[src/rtl/integer_to_word_tokens_assert.svh]
// ----------------------------------------------------------------------------
// Integer to word tokens: assertion macros
// Shared concurrent assertion forms for the integer to word tokens block.
// ----------------------------------------------------------------------------
`ifndef INTEGER_TO_WORD_TOKENS_ASSERT_SVH
`define INTEGER_TO_WORD_TOKENS_ASSERT_SVH

// The consequent must hold in the same cycle as the antecedent.
`define I2WT_ASSERT_SAME(lbl, ante, cons) \
  lbl: assert property (@(posedge clk) disable iff (!rst_n) (ante) |-> (cons)) \
    else $error("i2wt same-cycle check failed");

// The consequent must hold in the cycle after the antecedent.
`define I2WT_ASSERT_NEXT(lbl, ante, cons) \
  lbl: assert property (@(posedge clk) disable iff (!rst_n) (ante) |=> (cons)) \
    else $error("i2wt next-cycle check failed");

`endif

[src/rtl/i2wt_pkg.sv]
// ----------------------------------------------------------------------------
// Integer to word tokens package
// Widths, word codes, group codes and the control types shared by the block.
// ----------------------------------------------------------------------------
package i2wt_pkg;

  localparam int VALUE_W = 31;
  localparam int WORD_W  = 5;
  localparam int DIGITS  = 10;
  localparam int BCD_W   = 4 * DIGITS;
  localparam int CNT_W   = $clog2(VALUE_W);

  localparam logic [WORD_W-1:0] W_ZERO      = 5'd0;
  localparam logic [WORD_W-1:0] W_TEEN_BASE = 5'd10;
  localparam logic [WORD_W-1:0] W_TENS_BASE = 5'd18;
  localparam logic [WORD_W-1:0] W_HUNDRED   = 5'd28;
  localparam logic [WORD_W-1:0] W_THOUSAND  = 5'd29;
  localparam logic [WORD_W-1:0] W_MILLION   = 5'd30;
  localparam logic [WORD_W-1:0] W_BILLION   = 5'd31;

  localparam logic [1:0] GRP_BILLION  = 2'd0;
  localparam logic [1:0] GRP_MILLION  = 2'd1;
  localparam logic [1:0] GRP_THOUSAND = 2'd2;
  localparam logic [1:0] GRP_ONES     = 2'd3;

  typedef enum logic [1:0] {
    ST_IDLE,
    ST_CONV,
    ST_EMIT
  } ctl_state_t;

  typedef enum logic [2:0] {
    PH_HUND,
    PH_HWORD,
    PH_TENS,
    PH_UNIT,
    PH_SCALE
  } phase_t;

  typedef struct packed {
    logic       start;
    logic       shift;
    logic       load_out;
    logic [1:0] group;
    phase_t     phase;
  } i2wt_cmd_t;

  typedef struct packed {
    logic has_word;
    logic is_last;
  } i2wt_status_t;

endpackage

[src/rtl/i2wt_datapath.sv]
// ----------------------------------------------------------------------------
// Integer to word tokens datapath
// Shift-and-add-three binary to decimal conversion, word selection for the
// current group and phase, and the output word register.
// ----------------------------------------------------------------------------
module i2wt_datapath
  import i2wt_pkg::*;
(
  input  logic                clk,
  input  logic [VALUE_W-1:0]  in_value,
  input  i2wt_cmd_t           cmd,
  output i2wt_status_t        status,
  output logic [WORD_W-1:0]   out_word,
  output logic                out_last
);

  logic [VALUE_W-1:0] value_r;
  logic [BCD_W-1:0]   bcd_r;
  logic [BCD_W-1:0]   bcd_adj;
  logic [WORD_W-1:0]  out_word_r;
  logic               out_last_r;

  logic [3:0]         dig_h;
  logic [3:0]         dig_t;
  logic [3:0]         dig_u;
  logic [3:0]         gnz;
  logic               later_zero;
  logic               is_ones;
  logic               is_zero;
  logic [WORD_W-1:0]  word_sel;
  logic               has_word;
  logic               is_last;

  always_comb begin
    for (int i = 0; i < DIGITS; i++) begin
      if (bcd_r[4*i +: 4] >= 4'd5) begin
        bcd_adj[4*i +: 4] = bcd_r[4*i +: 4] + 4'd3;
      end else begin
        bcd_adj[4*i +: 4] = bcd_r[4*i +: 4];
      end
    end
  end

  always_ff @(posedge clk) begin
    if (cmd.start) begin
      value_r <= in_value;
      bcd_r   <= '0;
    end else if (cmd.shift) begin
      value_r <= {value_r[VALUE_W-2:0], 1'b0};
      bcd_r   <= {bcd_adj[BCD_W-2:0], value_r[VALUE_W-1]};
    end
    if (cmd.load_out) begin
      out_word_r <= word_sel;
      out_last_r <= is_last;
    end
  end

  assign gnz[0] = |bcd_r[39:36];
  assign gnz[1] = |bcd_r[35:24];
  assign gnz[2] = |bcd_r[23:12];
  assign gnz[3] = |bcd_r[11:0];
  assign is_zero = (bcd_r == '0);
  assign is_ones = (cmd.group == GRP_ONES);

  always_comb begin
    unique case (cmd.group)
      GRP_BILLION: begin
        dig_h      = 4'd0;
        dig_t      = 4'd0;
        dig_u      = bcd_r[39:36];
        later_zero = !(gnz[1] || gnz[2] || gnz[3]);
      end
      GRP_MILLION: begin
        dig_h      = bcd_r[35:32];
        dig_t      = bcd_r[31:28];
        dig_u      = bcd_r[27:24];
        later_zero = !(gnz[2] || gnz[3]);
      end
      GRP_THOUSAND: begin
        dig_h      = bcd_r[23:20];
        dig_t      = bcd_r[19:16];
        dig_u      = bcd_r[15:12];
        later_zero = !gnz[3];
      end
      default: begin
        dig_h      = bcd_r[11:8];
        dig_t      = bcd_r[7:4];
        dig_u      = bcd_r[3:0];
        later_zero = 1'b1;
      end
    endcase
  end

  always_comb begin
    word_sel = W_ZERO;
    has_word = 1'b0;
    is_last  = 1'b0;
    if (is_zero) begin
      word_sel = W_ZERO;
      has_word = 1'b1;
      is_last  = 1'b1;
    end else begin
      unique case (cmd.phase)
        PH_HUND: begin
          word_sel = {1'b0, dig_h};
          has_word = (dig_h != 4'd0);
        end
        PH_HWORD: begin
          word_sel = W_HUNDRED;
          has_word = (dig_h != 4'd0);
          is_last  = is_ones && (dig_t == 4'd0) && (dig_u == 4'd0);
        end
        PH_TENS: begin
          has_word = (dig_t != 4'd0) || (dig_u != 4'd0);
          is_last  = is_ones && ((dig_t < 4'd2) || (dig_u == 4'd0));
          if (dig_t >= 4'd2) begin
            word_sel = W_TENS_BASE + {1'b0, dig_t};
          end else if (dig_t == 4'd1) begin
            word_sel = W_TEEN_BASE + {1'b0, dig_u};
          end else begin
            word_sel = {1'b0, dig_u};
          end
        end
        PH_UNIT: begin
          word_sel = {1'b0, dig_u};
          has_word = (dig_t >= 4'd2) && (dig_u != 4'd0);
          is_last  = is_ones;
        end
        PH_SCALE: begin
          has_word = !is_ones && gnz[cmd.group];
          is_last  = later_zero;
          unique case (cmd.group)
            GRP_BILLION:  word_sel = W_BILLION;
            GRP_MILLION:  word_sel = W_MILLION;
            GRP_THOUSAND: word_sel = W_THOUSAND;
            default:      word_sel = W_ZERO;
          endcase
        end
        default: begin
          has_word = 1'b0;
        end
      endcase
    end
  end

  assign status.has_word = has_word;
  assign status.is_last  = is_last;
  assign out_word        = out_word_r;
  assign out_last        = out_last_r;

endmodule

[src/rtl/i2wt_ctrl.sv]
// ----------------------------------------------------------------------------
// Integer to word tokens controller
// Sequences conversion, walks the groups and phases and owns output valid.
// ----------------------------------------------------------------------------
module i2wt_ctrl
  import i2wt_pkg::*;
(
  input  logic          clk,
  input  logic          rst_n,
  input  logic          in_valid,
  output logic          in_stall,
  output logic          out_valid,
  input  logic          out_stall,
  input  i2wt_status_t  status,
  output i2wt_cmd_t     cmd
);

  ctl_state_t       state_r, state_nxt;
  logic [CNT_W-1:0] cnt_r, cnt_nxt;
  logic [1:0]       group_r, group_nxt;
  phase_t           phase_r, phase_nxt;
  logic             out_valid_r, out_valid_nxt;
  logic             can_load;
  logic             advance;

  always_ff @(posedge clk) begin
    if (!rst_n) begin
      state_r     <= ST_IDLE;
      cnt_r       <= '0;
      group_r     <= GRP_BILLION;
      phase_r     <= PH_HUND;
      out_valid_r <= 1'b0;
    end else begin
      state_r     <= state_nxt;
      cnt_r       <= cnt_nxt;
      group_r     <= group_nxt;
      phase_r     <= phase_nxt;
      out_valid_r <= out_valid_nxt;
    end
  end

  assign can_load = !out_valid_r || !out_stall;

  always_comb begin
    state_nxt     = state_r;
    cnt_nxt       = cnt_r;
    group_nxt     = group_r;
    phase_nxt     = phase_r;
    out_valid_nxt = out_valid_r && out_stall;
    in_stall      = 1'b1;
    advance       = 1'b0;
    cmd.start     = 1'b0;
    cmd.shift     = 1'b0;
    cmd.load_out  = 1'b0;
    cmd.group     = group_r;
    cmd.phase     = phase_r;

    unique case (state_r)
      ST_IDLE: begin
        in_stall = 1'b0;
        if (in_valid) begin
          cmd.start = 1'b1;
          cnt_nxt   = '0;
          state_nxt = ST_CONV;
        end
      end
      ST_CONV: begin
        cmd.shift = 1'b1;
        if (cnt_r == CNT_W'(VALUE_W - 1)) begin
          group_nxt = GRP_BILLION;
          phase_nxt = PH_HUND;
          state_nxt = ST_EMIT;
        end else begin
          cnt_nxt = cnt_r + 1'b1;
        end
      end
      ST_EMIT: begin
        if (status.has_word) begin
          if (can_load) begin
            cmd.load_out  = 1'b1;
            out_valid_nxt = 1'b1;
            if (status.is_last) begin
              state_nxt = ST_IDLE;
            end else begin
              advance = 1'b1;
            end
          end
        end else begin
          advance = 1'b1;
        end
      end
      default: begin
        state_nxt = ST_IDLE;
      end
    endcase

    if (advance) begin
      unique case (phase_r)
        PH_HUND:  phase_nxt = PH_HWORD;
        PH_HWORD: phase_nxt = PH_TENS;
        PH_TENS:  phase_nxt = PH_UNIT;
        PH_UNIT:  phase_nxt = PH_SCALE;
        PH_SCALE: begin
          phase_nxt = PH_HUND;
          group_nxt = group_r + 1'b1;
        end
        default:  phase_nxt = PH_HUND;
      endcase
    end
  end

  assign out_valid = out_valid_r;

endmodule

[src/rtl/integer_to_word_tokens.sv]
// ----------------------------------------------------------------------------
// Integer to word tokens
// Spells a 31-bit unsigned integer as a run of English word codes.
//
//   Channel  Handshake            Payload
//   in       in_valid / in_stall  in_value[30:0]
//   out      out_valid/ out_stall out_word[4:0], out_last
//
// Each number is taken and converted by shift-and-add-three decimal
// conversion, then up to 19 group phases are walked while its words are sent.
// A new number is taken only once the last word of the one before is loaded.
// The output register lets the next number be taken while the final word
// still waits. A stall on the output holds the phase walk at the pending word.
// Reset is synchronous and active low; it leaves the block idle and empty.
// ----------------------------------------------------------------------------
module integer_to_word_tokens
  import i2wt_pkg::*;
(
  input  logic                clk,
  input  logic                rst_n,
  input  logic                in_valid,
  output logic                in_stall,
  input  logic [VALUE_W-1:0]  in_value,
  output logic                out_valid,
  input  logic                out_stall,
  output logic [WORD_W-1:0]   out_word,
  output logic                out_last
);

  i2wt_cmd_t    cmd;
  i2wt_status_t status;

  i2wt_ctrl u_ctrl (
    .clk       (clk),
    .rst_n     (rst_n),
    .in_valid  (in_valid),
    .in_stall  (in_stall),
    .out_valid (out_valid),
    .out_stall (out_stall),
    .status    (status),
    .cmd       (cmd)
  );

  i2wt_datapath u_datapath (
    .clk      (clk),
    .in_value (in_value),
    .cmd      (cmd),
    .status   (status),
    .out_word (out_word),
    .out_last (out_last)
  );

`include "integer_to_word_tokens_assert.svh"

  `I2WT_ASSERT_NEXT(a_busy_after_accept, in_valid && !in_stall, in_stall)
  `I2WT_ASSERT_SAME(a_zero_is_last, out_valid && (out_word == W_ZERO), out_last)
  `I2WT_ASSERT_SAME(a_more_words_busy, out_valid && !out_last, in_stall)
  `I2WT_ASSERT_SAME(a_load_needs_room, cmd.load_out, !out_valid || !out_stall)

endmodule

[config.mk]
export PLATFORM = sky130hd
export DESIGN_NAME = integer_to_word_tokens
export DESIGN_NICKNAME = d
export VERILOG_FILES = /design/src/rtl/i2wt_pkg.sv /design/src/rtl/i2wt_datapath.sv /design/src/rtl/i2wt_ctrl.sv /design/src/rtl/integer_to_word_tokens.sv
export VERILOG_INCLUDE_DIRS = /design/src /design/src/rtl
export SDC_FILE = /design/constraint.sdc
export NUM_CORES = 1
export LEC_CHECK = 0
export BUFFER_PORTS_ARGS = -buffer_cell sky130_fd_sc_hd__buf_2
export CAP_MARGIN = 10
export CORE_AREA = 2 2 98 100
export CTS_CLUSTER_SIZE = 10
export DETAILED_ROUTE_END_ITERATION = 16
export DIE_AREA = 0 0 100 102
export PLACE_DENSITY = 0.78
export SLEW_MARGIN = 20
export SYNTH_ARGS = -nofsm -noshare
export SYNTH_HDL_FRONTEND = slang
export SYNTH_SLANG_ARGS = --single-unit
export TNS_END_PERCENT = 1
[constraint.sdc]
create_clock -name clk -period 7.4 [get_ports clk]
set_clock_uncertainty 0.1 [all_clocks]
set_input_delay 0.74 -clock clk [delete_from_list [all_inputs] [get_ports clk]]
set_output_delay 0.74 -clock clk [all_outputs]
set_load 0.005 [all_outputs]
# Word-level counts from Yosys, hierarchy flattened
# Cells that the tools add are included.
# word_totals
reg_bits,90
latch_bits,0
ramBits,0
romBits,0
n_memories,0
# classes
addsub,14
multipliers,0
div_mod_pow,0
magnitude_cmp,13
n_eq_ne,17
n_shift,0
mux,57
n_bitwise,0
reduce_logical,39
# op_table
cell,count
$mux W31,2
$ge A4 B3 Y1 const B,10
$logic_not A40 Y1,1
$add A4 B2 Y4 const B,9
$mux W4,9
$pmux W4 S3,3
$reduce_or A12 Y1,3
$pmux W5 S5,1
$mux W5,4
$mux W2,9
$mux W1,17
$pmux W5 S3,1
$mux W3,4
$pmux W3 S4,1
$reduce_bool A4 Y1,3
$pmux W5 S2,1
$logic_not A4 Y1,2
$ne A2 B1 Y1 const B,4
$pmux W1 S4,2
$reduce_bool A2 Y1,4
$eq A2 B2 Y1 const B,3
$eq A3 B2 Y1 const B,2
$logic_and A1 B1 Y1,6
$logic_not A1 Y1,6
25 further kinds,33

# Longest topological paths before layout
# Gate-level depths: netlist of the first run.
# logic_depth
word_depth,13
mapped_depth,10
depth_no_buf,9

# Modules after synthesis
# A second synthesis of the first run with hierarchy kept.
# hier_totals
hier_cells,562
area_unflattened_um2,5410.2
# by_module_without_submodules
mod,n_inst,cells_per_inst,area_per_inst_um2,seq_area_each_um2
i2wt_datapath,1,480,4668.2,1911.8
i2wt_ctrl,1,82,742.0,260.2

# Least setup slack after synthesis of the first run
# No wires, ideal clock.
# synth_timing
kind,reg-to-reg
start,register u_ctrl.group_r[1]
end,"register u_datapath.out_last_r, in the netlist u_datapath.out_last, enable pin"
setup_time_ps,363
t_arrival_ps,2242
path_slack_ps,4695
stages_incl_launch_ff,11
n_path_buf,2
path_cell_list,dfxtp_1 -> ha_1 -> buf_6 -> buf_6 -> a21oi_1 -> a2bb2oi_1 -> nor4_4 -> a31oi_1 -> a211o_1 -> nand2_1 -> a21oi_1
# synth_rtl
element,line,rtl
"start, declared",i2wt_ctrl.sv:20,"logic [1:0] group_r, group_nxt;"
"start signal, assigned",i2wt_ctrl.sv:36,group_r <= group_nxt;
"end signal, assigned",i2wt_datapath.sv:54,out_last_r <= is_last;
"end, declared",i2wt_datapath.sv:21,logic out_last_r;

==> impl_metrics.yaml, run 1 <==
status:
  status: "complete, no violations"
setup_path:
  critical_path.startpoint_type: "register"
  cp_data_required_time_ns: 7.32
  rrSetupSlack_ns: 3.97
  crit_cells: 8
  crit_path_max_incr_delay_ns: 0.75
  crit_chain: "ha_1 > a21oi_1 > a2bb2oi_1 > nor4_4 > a31oi_1 > a211o_1 > nand2_1 > a21oi_1"
  crit_top_cell: "a21oi_1"
  critPathLaunch: "u_ctrl.group_r[1]"
  endpoint_kind: "register"
  worstPathMaxFanout: 21
  worstSetupEndpoint: "u_datapath.out_word[3]"
  timing.rr.end: "u_datapath.out_word[3]"
  arrival_ns: 3.34
  slowest_stage: "ha_1"
  cpLargestDelayFamily: "compound AO/OA/AOI/OAI gates"
  worst-setup-path-type: "reg2reg"
  crit_buf_inv: 0
  reg2reg_depth: 8
  worstReg2RegStart: "u_ctrl.group_r[1]"
power_and_ir_drop:
  p_clk_share_pct: 33.2
  switching_power_uw: 296.0
  pwr-share-seq_pct: 53.9
  pwr-share-comb_pct: 12.9
  switching_share_pct: 28.03
  p_int_uw: 760.0
  leakage_uw: 0.002330
  ir_drop_v: 0.0001482
  cellPowerDensity_mw_per_mm2: 183.0
grt:
  grt_pass1_wl_mm: 20.49
  grt_overflow: 0
  track_usage_pct: 25.01
  grt_max_degree: 71
  grt_pass1_vias: 4389
  antenna_found_initial: 0
hold_path:
  hold_class: "reg2reg"
  timing.hold.worst.start: "u_datapath.value_r[30]"
clocking:
  clock_latency_ns: 0.37
  postCtsHoldBufs: 0
  cts.sinks: 90
  clockRootBuffer: "clkbuf_8"
  cts_resized: 0
  cts_tree: "built"
  cts_setup_buffers: 0
  clockBufferDepth: 2
  clk_pin_slew_worst_paths_ns: 0.10
  cts_buffers: 9
  cts_htree_levels: 3
sta:
  setup_tns_ns: 0
  post-route-min-period_ns: 3.426
  hold_viol: 0
  min_period_over_period_pct: 46.29
  rsz0062_at_grt: "false"
  tightest_slew_ns: 1.021
  holdWs_ns: 0.3957
  slew_violations: 0
  fmax_mhz: 291.9
  slew_headroom_pct: 31.68
  setup_violations: 0
job:
  cap_violations: 0
finish:
  drive_above_1_share_pct: 12.37
  layout_commonest_cell: "nand2_1"
  layout_common_cells: "nand2_1 (116), a21oi_1 (53), o21ai_0 (53), dfxtp_1 (53), buf_2 (42)"
  antennaDiodeCount: 0
  nets: 721
  fillers: 794
  multi_input_area_mm2: 0.002920
  utilization_pct: 63.37
  area_growth_pct: 8.516
  ff_latch_area_mm2: 0.002172
place:
  gp_congestion: 0.8734
  dp_hpwl_mm: 8.522
  io_buffers: 42
floorplanning:
  initial_utilization_pct: 58.39
  die_h_um: 102
  ios: 43
  fp.dieW_um: 100
  die_area_mm2: 0.01020
  core-area_mm2: 0.009109
  row_count: 35
synth:
  syn_area_mm2: 0.005319
  synth_nets: 692
  synth.avg_cell_area_um2: 8.565
  synth_edf_count: 37
  yosysSeqAreaShare_pct: 40.84
  postSynth.asyncResetShare_pct: 0
  yosys_most_used_dff: "dfxtp_1"
  synth_cell_type_count: 59
  ys_seq_elements: 90
  yosysWarnings: 0
  syn_inst: 621
detailed_routing:
  wl_per_cell_um: 15.67
  ant_nets: 0
  vias: 4512
  finalWirelength_mm: 12.00
  first_iter_violations: 286
  post-route-drc-count: 0
  via_per_inst: 5.890
  drtPass1Iterations: 5
-- cells in the mapped netlist, types with 2 or more instances --
cell type,instances,area [µm²]
inv_1,26,97.59
nand4_1,5,31.28
mux2i_1,3,30.03
a31oi_1,5,31.28
nand3_1,39,195.2
and4_1,2,17.52
nor4_4,3,63.81
nand4b_1,4,35.03
a22oi_1,6,45.04
o32ai_1,7,61.31
clkbuf_1,20,75.07
a2111oi_0,2,17.52
a221o_1,6,60.06
xor2_1,12,105.1
buf_6,3,33.78
a21o_1,2,15.01
buf_2,2,10.01
o21ai_1,4,20.02
a211o_1,2,17.52
or3_1,5,31.28
nor2b_1,3,18.77
nor3b_1,3,22.52
o211ai_1,3,22.52
ha_1,36,450.4
xnor2_1,11,96.34
a21oi_1,53,265.3
nand2_1,117,439.2
dfxtp_1,53,1061
buf_1,3,11.26
nor2_1,40,150.1
o21ai_0,53,265.3
nor4_1,5,31.28
nand2b_1,16,100.1
a21oi_2,2,17.52
a22oi_2,2,25.02
edfxtp_1,37,1111
or2_2,2,12.51
and2_1,2,12.51
nor3_1,2,10.01
-- cell families after synthesis --
logic type      after synthesis  share of synthesized area [%]
fa+ha+maj                    36                          8.469
compound gates              160                          18.77
flops                        90                          40.84
simple gates                254                          23.22
mux                           3                         0.5646
xor+xnor                     23                          3.787
buf+inv                      55                          4.352
-- worst min path at each step --
stage | endpoint | cells past startpoint
floorplan | u_datapath.bcd_r[0] | 2
global placement | u_datapath.bcd_r[0] | 2
detailed placement | u_datapath.bcd_r[0] | 2
CTS | u_datapath.bcd_r[0] | 2
global route | u_datapath.bcd_r[0] | 2
finish | u_datapath.bcd_r[0] | 2
-- worst reg2reg max path: stages (launching register included) --
cell,delay (ns)
dfxtp_1,0.47
ha_1,0.75
a21oi_1,0.12
a2bb2oi_1,0.47
nor4_4,0.10
a31oi_1,0.31
a211o_1,0.20
nand2_1,0.06
a21oi_1,0.49
-- metrics by stage --
stage          cell area, µm²  cells  total power [µW]  setup WS (ns)
4_1_cts                  5772    766              1061          4.039
2_1_floorplan            5319    621             674.1          4.695
3_3_place_gp             5573    750             709.6          4.247
6_report                 5772    766              1056          3.975
5_1_grt                  5772    766              1099          3.716
3_5_place_dp             5573    750             716.2          4.061
-- power by group through the flow --
stage	sequential (µW)	combinational, µW	clock (µW)
after floorplan	575	99.1	0
after detailed placement	580	136	0
after global routing	572	153	374
after CTS	569	137	356
final	569	136	350
after global placement	579	131	0
-- final cells by class --
cell class / instances / share of cell area [%]
sequential: 90 / 37.63
tap: 111 / 2.406
clock inverter: 7 / 1.301
timing repair buffer: 46 / 4.162
inverter: 27 / 1.756
multi-input combinational: 476 / 50.60
clock buffer: 9 / 2.146
-- routing by layer --
metal  vias up  GRT usage, %  wire, µm
met5         -             0         0
li1       2258             -         -
met3        23         4.036       601
met1      2090         31.74      5318
met2       141         43.04      5875
met4         0         9.905       207
-- registers in the layout, summed over array words and instances (netlist names) --
name                 flops
u_ctrl.state_r           2
u_datapath.value_r      31
u_ctrl.out_valid         1
u_datapath.out_last      1
u_datapath.out_word      5
u_datapath.bcd_r        40
u_ctrl.cnt_r             5
u_ctrl.group_r           2
u_ctrl.phase_r           3
No activity file was read; power rests on OpenSTA's default activity.
==> run 2, diff against run 1 <==
clock period = 3.6 ns   (was 7.4 ns; I/O delays follow)
==> impl_metrics.yaml, run 2 (same netlist as run 1, synthesis figures left out) <==
power_and_ir_drop:
  switching_share_pct: 26.42
  leakage_uw: 0.002368
  p_total_uw: 2219
  pwr-share-seq_pct: 52.7
  pwr-share-comb_pct: 12.4
  ir_drop_v: 0.0002393
  p_clk_share_pct: 34.9
  p_int_uw: 1633
  switching_power_uw: 586.3
  cellPowerDensity_mw_per_mm2: 380.6
sta:
  min_period_over_period_pct: 88.32
  post-route-min-period_ns: 3.179
  tightest_slew_ns: 0.6989
  rsz0062_at_grt: "false"
  slew_violations: 0
  fmax_mhz: 314.5
  slew_headroom_pct: 52.20
  setup_tns_ns: 0
  hold_viol: 0
  setup_violations: 0
setup_path:
  endpoint_kind: "register"
  worstPathMaxFanout: 14
  cpLargestDelayFamily: "compound AO/OA/AOI/OAI gates"
  crit_path_max_incr_delay_ns: 0.51
  worstReg2RegStart: "u_ctrl.group_r[1]"
  slowest_stage: "ha_1"
  cp_data_required_time_ns: 3.51
  crit_buf_inv: 0
  critical_path.startpoint_type: "register"
  crit_chain: "ha_1 > a22oi_1 > o21ai_1 > nor3_2 > a31oi_1 > a211o_1 > nand2_1 > a21oi_1"
  reg2reg_depth: 8
  timing.rr.end: "u_datapath.out_word[3]"
  rrSetupSlack_ns: 0.42
  worst-setup-path-type: "reg2reg"
  arrival_ns: 3.09
job:
  cap_violations: 0
status:
  status: "complete, no violations"
floorplanning:
  die_h_um: 102
  die_area_mm2: 0.01020
  ios: 43
  core-area_mm2: 0.009109
  row_count: 35
  fp.dieW_um: 100
  initial_utilization_pct: 58.39
detailed_routing:
  first_iter_violations: 337
  wl_per_cell_um: 15.67
  vias: 4553
  finalWirelength_mm: 12.08
  ant_nets: 0
  via_per_inst: 5.905
  drtPass1Iterations: 7
  post-route-drc-count: 0
grt:
  antenna_found_initial: 0
  grt_overflow: 0
  busiest_layer: "met2"
  grt.met1_usage_pct: 31.09
  grt_max_degree: 51
  grt_pass1_wl_mm: 20.33
  track_usage_pct: 24.96
  met2_usage_pct: 43.40
  grt.met3_usage_pct: 4.446
  grt_pass1_vias: 4391
clocking:
  cts.sinks: 90
  cts_setup_buffers: 0
  clockBufferDepth: 2
  postCtsHoldBufs: 0
  clockRootBuffer: "clkbuf_8"
  clk_pin_slew_worst_paths_ns: 0.09
  clock_latency_ns: 0.36
  cts_htree_levels: 3
  cts_buffers: 9
  cts_tree: "built"
finish:
  top_register: "u_datapath.bcd_r"
  largest_register_ffs: 40
  multi_input_area_mm2: 0.002923
  area_growth_pct: 9.621
  layout_commonest_cell: "nand2_1"
  reg.largest.list: "u_datapath.bcd_r (40), u_datapath.value_r (31)"
  final_area_mm2: 0.005831
  drive_above_1_share_pct: 13.03
  antennaDiodeCount: 0
  fillers: 806
  ff_latch_area_mm2: 0.002172
  layout_common_cells: "nand2_1 (116), a21oi_1 (53), o21ai_0 (53), dfxtp_1 (53), buf_2 (42)"
  nets: 726
place:
  gp_congestion: 0.8576
  dp_hpwl_mm: 8.498
  io_buffers: 42
  place_area_mm2: 0.005610
hold_path:
  hold_class: "in2reg"
  min_delay_path_depth: 3
  min_to: "u_datapath.value_r[7]"
  timing.hold.worst.start: "in_value[7]"
-- run 2: cell count changes in the layout (fill, tap and decap cells not counted) --
cell,change
clkinv_4,+1
clkinvlp_4,-2
ha_2,+1
ha_1,-1
clkbuf_1,+1
buf_4,+5
inv_6,-1
bufinv_16,+1
-- run 2: timing repair --
item,in CTS,in global routing
gates resized for setup,0,1
setup endpoints to repair,0,6
hold endpoints to repair,0,0
-- run 2: final cells by class --
cell class,instances,area share (%)
clock buffers,10,2.189
clock inverters,6,1.545
inverters,27,1.738
multi-input cells,476,50.13
flip-flops and latches,90,37.25
well taps,111,2.382
repair buffers,51,4.764
-- run 2: per-stage QoR --
step,std cells,hold slack (ns),worst slack (ns),utilization (%)
6_report,771,0.1506,0.4205,64.01
5_1_grt,771,0.1449,0.1209,64.01
4_1_cts,771,0.1375,0.2912,63.98
3_5_place_dp,755,0.3812,0.2881,61.59
3_3_place_gp,755,0.3552,0.4584,61.59
2_1_floorplan,621,0.3176,0.8947,-
-- run 2: worst register-to-register path: stages, from the launching register on --
cell and delay, ns:
dfxtp_1 0.47, ha_1 0.51, a22oi_1 0.17, o21ai_1 0.37, nor3_2 0.16, a31oi_1 0.28, a211o_1 0.19, nand2_1 0.06
a21oi_1 0.51
-- run 2: power by group through the flow --
stage	combinational, µW	clock [µW]	sequential (µW)
finish	276	774	1170
global route	316	829	1180
CTS	279	790	1170
detailed placement	277	0	1190
global placement	271	0	1190
floorplan	204	0	1180
-- run 2: how the worst max path moves through the flow --
stage / start / to / slack (ns) / cells past startpoint
floorplan: u_ctrl.group_r[1] / u_datapath.out_last / 0.89 / 10
global placement: u_ctrl.group_r[1] / u_datapath.out_word[1] / 0.46 / 8
detailed placement: u_ctrl.group_r[1] / u_datapath.out_word[0] / 0.29 / 8
CTS: u_ctrl.group_r[1] / u_datapath.out_word[3] / 0.29 / 8
global route: u_ctrl.group_r[1] / u_datapath.out_word[3] / 0.12 / 8
finish: u_ctrl.group_r[1] / u_datapath.out_word[3] / 0.42 / 8
-- run 2: layer usage --
layer / wire [µm] / up-vias
li1: - / 2274
met1: 5253 / 2114
met2: 6011 / 147
met3: 637 / 18
met4: 181 / 0
met5: 0 / -
